--- src/rtl/csfu_pkg.sv ---
// ----------------------------------------------------------------------------
// csfu_pkg
// Shared types and constants of the cubic surface fit upscaler: the ten 5x5
// fit masks, their denominator scales and the divider handshake structs.
// ----------------------------------------------------------------------------
`default_nettype none

package csfu_pkg;

  localparam int NumMasks  = 10;
  localparam int WinTaps   = 25;
  localparam int CommonDen = 2100;
  localparam int SatLimit  = 256 * 2100;

  typedef logic signed [19:0] sum_t;
  typedef logic signed [25:0] scaled_t;

  typedef enum logic [1:0] {
    CfgCoordStep = 2'd0,
    CfgSrcWidth  = 2'd1,
    CfgSrcHeight = 2'd2
  } cfg_idx_e;

  // Taps in raster order: mask row 0 sits at window offset +2 in y.
  localparam logic signed [7:0] FitMask [NumMasks][WinTaps] = '{
    '{-8'sd13, 8'sd2, 8'sd7, 8'sd2, -8'sd13, 8'sd2, 8'sd17, 8'sd22, 8'sd17, 8'sd2,
      8'sd7, 8'sd22, 8'sd27, 8'sd22, 8'sd7, 8'sd2, 8'sd17, 8'sd22, 8'sd17, 8'sd2,
      -8'sd13, 8'sd2, 8'sd7, 8'sd2, -8'sd13},
    '{8'sd31, -8'sd44, 8'sd0, 8'sd44, -8'sd31, -8'sd5, -8'sd62, 8'sd0, 8'sd62, 8'sd5,
      -8'sd17, -8'sd68, 8'sd0, 8'sd68, 8'sd17, -8'sd5, -8'sd62, 8'sd0, 8'sd62, 8'sd5,
      8'sd31, -8'sd44, 8'sd0, 8'sd44, -8'sd31},
    '{-8'sd31, 8'sd5, 8'sd17, 8'sd5, -8'sd31, 8'sd44, 8'sd62, 8'sd68, 8'sd62, 8'sd44,
      8'sd0, 8'sd0, 8'sd0, 8'sd0, 8'sd0, -8'sd44, -8'sd62, -8'sd68, -8'sd62, -8'sd44,
      8'sd31, -8'sd5, -8'sd17, -8'sd5, 8'sd31},
    '{8'sd2, -8'sd1, -8'sd2, -8'sd1, 8'sd2, 8'sd2, -8'sd1, -8'sd2, -8'sd1, 8'sd2,
      8'sd2, -8'sd1, -8'sd2, -8'sd1, 8'sd2, 8'sd2, -8'sd1, -8'sd2, -8'sd1, 8'sd2,
      8'sd2, -8'sd1, -8'sd2, -8'sd1, 8'sd2},
    '{-8'sd4, -8'sd2, 8'sd0, 8'sd2, 8'sd4, -8'sd2, -8'sd1, 8'sd0, 8'sd1, 8'sd2,
      8'sd0, 8'sd0, 8'sd0, 8'sd0, 8'sd0, 8'sd2, 8'sd1, 8'sd0, -8'sd1, -8'sd2,
      8'sd4, 8'sd2, 8'sd0, -8'sd2, -8'sd4},
    '{8'sd2, 8'sd2, 8'sd2, 8'sd2, 8'sd2, -8'sd1, -8'sd1, -8'sd1, -8'sd1, -8'sd1,
      -8'sd2, -8'sd2, -8'sd2, -8'sd2, -8'sd2, -8'sd1, -8'sd1, -8'sd1, -8'sd1, -8'sd1,
      8'sd2, 8'sd2, 8'sd2, 8'sd2, 8'sd2},
    '{-8'sd1, 8'sd2, 8'sd0, -8'sd2, 8'sd1, -8'sd1, 8'sd2, 8'sd0, -8'sd2, 8'sd1,
      -8'sd1, 8'sd2, 8'sd0, -8'sd2, 8'sd1, -8'sd1, 8'sd2, 8'sd0, -8'sd2, 8'sd1,
      -8'sd1, 8'sd2, 8'sd0, -8'sd2, 8'sd1},
    '{8'sd4, -8'sd2, -8'sd4, -8'sd2, 8'sd4, 8'sd2, -8'sd1, -8'sd2, -8'sd1, 8'sd2,
      8'sd0, 8'sd0, 8'sd0, 8'sd0, 8'sd0, -8'sd2, 8'sd1, 8'sd2, 8'sd1, -8'sd2,
      -8'sd4, 8'sd2, 8'sd4, 8'sd2, -8'sd4},
    '{-8'sd4, -8'sd2, 8'sd0, 8'sd2, 8'sd4, 8'sd2, 8'sd1, 8'sd0, -8'sd1, -8'sd2,
      8'sd4, 8'sd2, 8'sd0, -8'sd2, -8'sd4, 8'sd2, 8'sd1, 8'sd0, -8'sd1, -8'sd2,
      -8'sd4, -8'sd2, 8'sd0, 8'sd2, 8'sd4},
    '{8'sd1, 8'sd1, 8'sd1, 8'sd1, 8'sd1, -8'sd2, -8'sd2, -8'sd2, -8'sd2, -8'sd2,
      8'sd0, 8'sd0, 8'sd0, 8'sd0, 8'sd0, 8'sd2, 8'sd2, 8'sd2, 8'sd2, 8'sd2,
      -8'sd1, -8'sd1, -8'sd1, -8'sd1, -8'sd1}
  };

  // 2100 / denominator of each mask
  localparam logic [5:0] DenScale [NumMasks] = '{
    6'd12, 6'd5, 6'd5, 6'd30, 6'd21, 6'd30, 6'd35, 6'd15, 6'd15, 6'd35
  };

  typedef struct packed {
    logic        start;
    logic        neg;
    logic [27:0] mag;
  } div_req_t;

  typedef struct packed {
    logic       done;
    logic [7:0] pixel;
    logic       clipped;
  } div_rsp_t;

endpackage

`default_nettype wire

--- src/rtl/csfu_div.sv ---
// ----------------------------------------------------------------------------
// csfu_div
// Divides the surface value (already scaled down by 2^32) by the common
// denominator through a reciprocal multiply and saturates it to 0..255.
// The result word is registered and shows in the cycle after the request.
// ----------------------------------------------------------------------------
`default_nettype none

module csfu_div
  import csfu_pkg::*;
(
  input  wire logic     clk_i,
  input  wire logic     rst_ni,
  input  wire div_req_t div_req_i,
  output div_rsp_t      div_rsp_o
);

  // ceil(2^32 / 2100); exact for every dividend below 256 * 2100
  localparam logic [20:0] RecipDen = 21'd2045223;

  div_rsp_t    rsp_q;
  div_rsp_t    rsp_d;
  logic [39:0] prod;

  always_comb begin
    prod  = 40'(div_req_i.mag[19:0]) * 40'(RecipDen);
    rsp_d = '0;
    if (div_req_i.start) begin
      if (div_req_i.neg) begin
        rsp_d = '{done: 1'b1, pixel: 8'd0, clipped: div_req_i.mag >= 28'(CommonDen)};
      end else if (div_req_i.mag >= 28'(SatLimit)) begin
        rsp_d = '{done: 1'b1, pixel: 8'hFF, clipped: 1'b1};
      end else begin
        rsp_d = '{done: 1'b1, pixel: prod[39:32], clipped: 1'b0};
      end
    end
  end

  always_ff @(posedge clk_i or negedge rst_ni) begin
    if (!rst_ni) begin
      rsp_q <= '0;
    end else begin
      rsp_q <= rsp_d;
    end
  end

  assign div_rsp_o = rsp_q;

endmodule

`default_nettype wire

--- config.mk ---
export PLATFORM = sky130hd
export DESIGN_NAME = csfu_div
export DESIGN_NICKNAME = d
export VERILOG_FILES = /design/src/rtl/csfu_pkg.sv /design/src/rtl/csfu_div.sv
export SDC_FILE = /design/constraint.sdc
export NUM_CORES = 1
export LEC_CHECK = 0
export BUFFER_PORTS_ARGS = -buffer_cell sky130_fd_sc_hd__buf_2
export CAP_MARGIN = 20
export CORE_ASPECT_RATIO = 1.2
export CORE_MARGIN = 2
export CORE_UTILIZATION = 55
export CTS_CLUSTER_SIZE = 16
export DETAILED_ROUTE_END_ITERATION = 8
export GPL_ROUTABILITY_DRIVEN = 0
export PLACE_DENSITY = 0.78
export SYNTH_ARGS = -nofsm -noshare
export SYNTH_HDL_FRONTEND = slang
export SYNTH_SLANG_ARGS = --single-unit
--- constraint.sdc ---
create_clock -name clk_i -period 0.9 [get_ports clk_i]
set_input_delay 0.09 -clock clk_i [delete_from_list [all_inputs] [get_ports clk_i]]
set_output_delay 0.09 -clock clk_i [all_outputs]
set_load 0.02 [all_outputs]
* Yosys cells after proc, flatten, opt, wreduce, memory -nomap -nowiden
Index checks and enable logic that the tools add are counted.
Widths: inputs -> output; s select.
** Storage, ports and cells
- Register bits :: 10
- Logic and storage cells :: 9
** Cells by class
- Mux-type cells :: 3
- $mul :: 1
- $lt $le $gt $ge :: 2
** Operators by type and width (number)
- $mul 20x21->40 const B :: 1
- $ge 28x12->1 const B :: 1
- $ge 28x20->1 const B :: 1
- $mux 9 :: 2
- $mux 10 :: 1

* Longest topological paths before layout
Gate-level depths: netlist of run 1.
- Word-level depth :: 4
- Depth in mapped cells :: 20
- Depth with buffers taken out :: 20

* Worst setup path before layout of run 1
No wires, ideal clock.
- Path kind :: input port to flip-flop
- Start :: input div_req_i[17] (netlist bit)
- End :: register rsp_q (netlist bit div_rsp_o[3])
- Path slack :: -4840 ps
- Path buffers :: 0
- Arrival time :: 5620 ps
- Cell stages on the path :: 18
- Cell sequence :: fa_1 > inv_1 > fa_1 > inv_1 > fa_1 > fa_1 > fa_1 > fa_1 > inv_1 > fa_1 > inv_1 > ha_1 > and3_1 > nor4b_1 > and4_1 > or3_1 > or4_1 > and3_1
** RTL lines
- start, declared :: line csfu_div.sv:14 : input wire div_req_t div_req_i,
- end signal, assigned :: line csfu_div.sv:43 : rsp_q <= rsp_d;
- end, declared :: line csfu_div.sv:21 : div_rsp_t rsp_q;

==> qor.txt, run 1 <==
===============================================================================================
Top achievable clock speed                                                              183 MHz
Fin. max-slew vios                                                                            0
Initial antenna violation count                                                               0
Basic-gate share of the synthesized area counting and, or, nand and nor cells             6.55%
Wire length of the first global-routing pass                                            38.7 mm
Post-synth top area cell                                                                   fa_1
Maximum number of pins on one net before global-route repair                                 12
Largest driver fanout on the critical path                                                    4
Post-detail-place hpwl                                                                  20.6 mm
Clock sink count                                                                             10
Root cell of the clock tree                                                           clkbuf_16
Number of diodes added for antenna fixing                                                     0
Overall track demand over capacity in global routing                                      29.6%
Max Root-Sink Buffers                                                                         2
Count of different cell masters after synthesis                                              54
Share of the cycle needed by the critical path after routing                               606%
Area of the placeable core                                                           0.0151 mm2
Vias/cell                                                                                  5.52
Number of failing setup endpoints in the final timing report                                  9
Boundary pin count                                                                           42
H-tree levels                                                                                 1
1st-iter DRT viols                                                                          432
Hold Crit Endpoint                                                                 div_rsp_o[9]$_DFF_PN0_
XOR/XNOR share of the synthesized area                                                    1.03%
Largest register FFs                                                                         10
Clock input transition at the sequential cells of the worst setup and hold paths        0.04 ns
Synthesis-stage register bit count                                                           10
TritonCTS clock tree                                                                       done
Number of clock buffers inserted by TritonCTS                                                 3
Setup repair after global routing missed its margin                                        true
Arrival time of data at the critical path endpoint                                      5.56 ns
Ranking of synthesized cells by area                                               fa_1, ha_1, inv_1
Fraction of the yosys area taken by sequential cells                                      2.94%
Total number of placement rows                                                               49
Combinational family with the most area after synthesis                             adder cells
Result of the run                                                                  finished with violations
Primary FF master, synth                                                                dfrtp_1
Kind of capture point of the worst setup path                                         flip-flop
Mux cell area share after synthesis                                                      0.470%
Failing checks                                                                     negative setup slack
Worst slew margin                                                                         57.7%
Post-route minimum period                                                               5.46 ns
Data required time at the worst endpoint                                                1.00 ns
Total wire length                                                                       24.3 mm
Instance count of the mapped netlist                                                        870
Total of fill cells in the finished design                                                  995
Element type at the critical path start                                               input pin
Adder-cell share of the synthesized area                                                  69.1%
Area Growth Syn to Fin                                                                    30.0%
Fraction of registers with async set/reset                                                 100%
Worst Max-Slew Pin Slew                                                                0.628 ns
Final critical-path setup slack                                                        -4.56 ns
CP Class                                                                           input pin to flip-flop
Overall die height                                                                       140 um
Number of maximum-capacitance violations                                                      0
ANT nets after route                                                                          0
Number of global-route vias before repair                                                  8034
Count of unresolved DRC violations after routing                                              0
Final hold viol count                                                                         0
Layout Nets                                                                                1493
Synthesis warning total                                                                       0
Vias after detailed routing                                                                7121
Mapped cell area                                                                    0.00852 mm2
Detailed-route wire length per cell                                                     18.8 um
Initial core utilization                                                                  56.5%
Share of cells above drive strength 1                                                     29.7%
Area share of the largest cell type after synthesis                                       37.8%
Number of instances on the worst hold path                                                    1
Launch instance of the worst min-delay path                                        div_req_i[29]
Net count after synthesis                                                                  1276
Remaining global-route overflow                                                               0
Pre-CTS setup slack                                                                    -4.82 ns
Number of detailed-route iterations in the first pass                                         5
Die outline width                                                                        118 um
Worst min path class                                                               input pin to flip-flop
Count of buffers inserted at the top-level ports                                             41
Average size of a mapped cell                                                          9.79 um2
Die area                                                                             0.0165 mm2
Complex-gate fraction of the synthesized area                                             7.92%
Count of flip-flops with a built-in enable after synthesis                                    0
===============================================================================================
cells in the final DEF (no fill, tap or decap), drive strengths merged, types with 4 or more instances in the layout:
cell and n:
xnor2 9, a211oi 4, a31oi 5, o211ai 6, a21o 11, nand3 12
ha 213, buf 219, and4 4, fa 161, nor4 9, or3 5
mux2i 4, o21ai 22, a21oi 30, and3 6, o21a 4, inv 262
nand4 9, nor3 10, dfrtp 10, clkbuf 4, nand2 20, nor2 6
area by class of cell:
cell class / count / area, um2 / area share [%]
Multi-Input combinational cell: 589 / 7880 / 71.1
Timing Repair Buffer: 220 / 1610 / 14.5
Inverter: 263 / 996 / 8.99
Tap cell: 204 / 255 / 2.30
Sequential cell: 10 / 250 / 2.26
Clock buffer: 4 / 88.8 / 0.802
how the worst max path moves through the flow:
stage,startpoint,to,slack (ns),cells after the start
after global placement,div_req_i[3],div_rsp_o[7]$_DFF_PN0_,-4.77,21
after global routing,div_req_i[2],div_rsp_o[3]$_DFF_PN0_,-4.66,20
after CTS,div_req_i[2],div_rsp_o[3]$_DFF_PN0_,-4.48,19
final,div_req_i[2],div_rsp_o[6]$_DFF_PN0_,-4.56,19
after detailed placement,div_req_i[3],div_rsp_o[7]$_DFF_PN0_,-4.82,21
after floorplan,div_req_i[4],div_rsp_o[3]$_DFF_PN0_,-4.43,18
synthesized netlist by cell type, drive strengths merged (5+ instances only):
master / count
a21o: 11
a21oi: 30
a31oi: 5
and3: 6
clkbuf: 7
dfrtp: 10
fa: 161
ha: 213
inv: 263
nand2: 20
nand3: 12
nand4: 9
nor2: 6
nor3: 10
nor4: 9
o211ai: 6
o21ai: 22
or3: 5
xnor2: 9
kinds of logic (layout without fill, tap and decap cells):
logic type	Yosys count	after routing
compound gates	104	104
xor+xnor	10	10
mux	4	4
buf+inv	271	487
simple gates	97	97
fa+ha+maj	374	374
flops	10	10
critical path, stage by stage:
cell and delay (ns):
buf_8 0.10, fa_2 0.60, inv_2 0.07, fa_1 0.51, fa_1 0.56, inv_2 0.05
fa_1 0.50, fa_1 0.44, fa_1 0.51, inv_2 0.05, fa_1 0.51, inv_2 0.05
ha_4 0.29, and4_1 0.23, o21ai_1 0.10, a2111o_1 0.40, a41oi_2 0.27, or4_1 0.16
o211ai_1 0.07
layer usage:
layer | routed length [um] | global-route usage (%)
met1 | 8930 | 33.7
met3 | 1090 | 3.54
met4 | 1240 | 11.8
met2 | 13000 | 56.2
met5 | 0 | 0
stage by stage:
step	setup TNS (ns)	instance area [um2]	utilization, %	hold WS, ns	cells
global route	-36.99	11100	73.4	0.00702	1290
global placement	-38.24	10300	68.1	-0.0399	1275
finish	-36.19	11100	73.4	0.0100	1290
floorplan	-34.38	8600	-	-0.206	870
detailed placement	-39.00	10300	68.1	-0.0410	1275
CTS	-35.54	10800	71.3	0.00892	1284
repair_timing:
action                                 4_1_cts  5_1_grt
setup endpoints to repair                    9        9
resized for setup                           53       56
endpoints found under the hold margin       10        0
pin swaps                                   38       31
buffers inserted                             5        7
hold buffers                                 1        0
Power of run 1 is left out: the tool's default activity adds up to more than one toggle a clock period on the data nets, which glitch-free logic cannot reach.
==> run 2, diff against run 1 <==
Settings changed: PLACE_DENSITY 0.78 to 0.73.
==> qor.txt, run 2 (same netlist as run 1, synthesis figures left out) <==
===============================================================================================
Clock input transition at the sequential cells of the worst setup and hold paths        0.04 ns
Number of clock buffers inserted by TritonCTS                                                 3
Leading cell type in the layout, fill and taps excluded                                   inv_1
Wire length of the first global-routing pass                                            37.2 mm
Arrival time of data at the critical path endpoint                                      5.57 ns
Clock sink count                                                                             10
Initial core utilization                                                                  56.5%
Number of detailed-route iterations in the first pass                                         5
Detailed-route wire length per cell                                                     17.9 um
Count of buffers inserted at the top-level ports                                             41
Worst Max-Slew Pin Slew                                                                0.548 ns
Overall track demand over capacity in global routing                                      28.6%
Total wire length                                                                       23.2 mm
ANT nets after route                                                                          0
Kind of capture point of the worst setup path                                         flip-flop
Element type at the critical path start                                               input pin
Worst min path class                                                               input pin to flip-flop
Worst slew margin                                                                         63.1%
Critical path's most frequent cell                                                         fa_1
Failing checks                                                                     negative setup slack
Largest register FFs                                                                         10
Setup repair after global routing missed its margin                                        true
H-tree levels                                                                                 1
Overall die height                                                                       140 um
Vias/cell                                                                                  5.38
CP max-delay cell                                                                          fa_1
Post-layout instance area                                                            0.0109 mm2
Root cell of the clock tree                                                           clkbuf_16
Ordered list of cells on the worst path                                            buf_8 -> fa_1 -> inv_2 -> fa_1 -> fa_1 -> inv_2 -> fa_1 -> fa_1 -> fa_1 -> inv_2 -> fa_1 -> inv_2 -> ha_4 -> buf_6 -> nand2_4 -> o211ai_1 -> a31oi_1 -> a21oi_2 -> or4_1 -> and3_1
Area Growth Syn to Fin                                                                    28.1%
Critical path depth                                                                          20
Number of global-route vias before repair                                                  7664
Top achievable clock speed                                                              183 MHz
Data required time at the worst endpoint                                                1.02 ns
Launch instance of the worst min-delay path                                        div_req_i[29]
Result of the run                                                                  finished with violations
Commonest non-fill, non-tap cells in the layout                                    inv_1, ha_1, buf_4, fa_1, buf_2
1st-iter DRT viols                                                                          287
Number of maximum-capacitance violations                                                      0
Largest driver fanout on the critical path                                                    5
Number of diodes added for antenna fixing                                                     0
Fin. max-slew vios                                                                            0
Layout Nets                                                                                1495
CP Class                                                                           input pin to flip-flop
Post-route minimum period                                                               5.45 ns
Total number of placement rows                                                               49
Startpoint of the worst setup timing path                                          div_req_i[2]
Remaining global-route overflow                                                               0
Vias after detailed routing                                                                6949
CP top delay family                                                                 adder cells
Initial antenna violation count                                                               0
Post-detail-place hpwl                                                                  20.6 mm
Die area                                                                             0.0165 mm2
TritonCTS clock tree                                                                       done
Final critical-path setup slack                                                        -4.55 ns
Max Root-Sink Buffers                                                                         2
Bufs and invs on worst path                                                                   6
Area of the placeable core                                                           0.0151 mm2
Number of instances on the worst hold path                                                    1
Count of unresolved DRC violations after routing                                              0
Post-placement cell area                                                             0.0104 mm2
Boundary pin count                                                                           42
Number of failing setup endpoints in the final timing report                                  9
Maximum number of pins on one net before global-route repair                                 12
Die outline width                                                                        118 um
Share of cells above drive strength 1                                                     28.0%
Share of the cycle needed by the critical path after routing                               606%
Final hold viol count                                                                         0
Maximum single-stage delay on the critical path                                         0.60 ns
Total of fill cells in the finished design                                                 1093
===============================================================================================
[run 2: cell types whose count changed in the layout (fill, tap and decap cells not counted), moves of 3 or more]
cell	change
buf_4	+5
buf_6	-6
nor4_2	+3
ha_4	-6
o21ai_1	+5
o21ai_2	-4
ha_1	+8
[run 2: per-layer routing]
metal  GRT usage [%]  up-vias  part of all wire, %
met2            55.0      208                   54
met3            2.77       65                  3.9
met1            33.6     3446                   38
li1                -     3230                    -
met4            8.37        0                  4.1
met5               0        -                    0
[run 2: final cells by class]
class	instances	area, um2	share of cell area (%)
multi-input combinational	589	7720	70.7
timing repair buffer	222	1610	14.8
inverter	263	991	9.08
tap	204	255	2.34
sequential	10	250	2.29
clock buffer	4	88.8	0.814
[run 2: worst paths after layout]
kind                                     endpoint
max                        div_rsp_o[3]$_DFF_PN0_
min                        div_rsp_o[9]$_DFF_PN0_
max in group asynchronous  div_rsp_o[9]$_DFF_PN0_
min in group asynchronous  div_rsp_o[3]$_DFF_PN0_
[run 2: per-stage QoR]
stage | setup WS (ns) | hold slack [ns] | util (%) | setup TNS (ns) | cells
global route | -4.67 | 0.00492 | 72.4 | -37.49 | 1292
floorplan | -4.43 | -0.206 | - | -34.38 | 870
CTS | -4.48 | 0.00360 | 71.1 | -35.85 | 1289
finish | -4.55 | 0.00635 | 72.4 | -36.13 | 1292
global placement | -4.68 | -0.0509 | 68.7 | -38.17 | 1284
detailed placement | -4.82 | -0.0362 | 68.7 | -38.79 | 1284
[run 2: what timing repair did]
action | in CTS | in global routing
setup endpoints to repair | 9 | 9
hold buffers | 1 | 0
pin swaps | 29 | 21
setup buffers | 3 | 4
endpoints found under the hold margin | 10 | 0
gates resized for setup | 42 | 30
Power of run 2 is left out for the same reason.
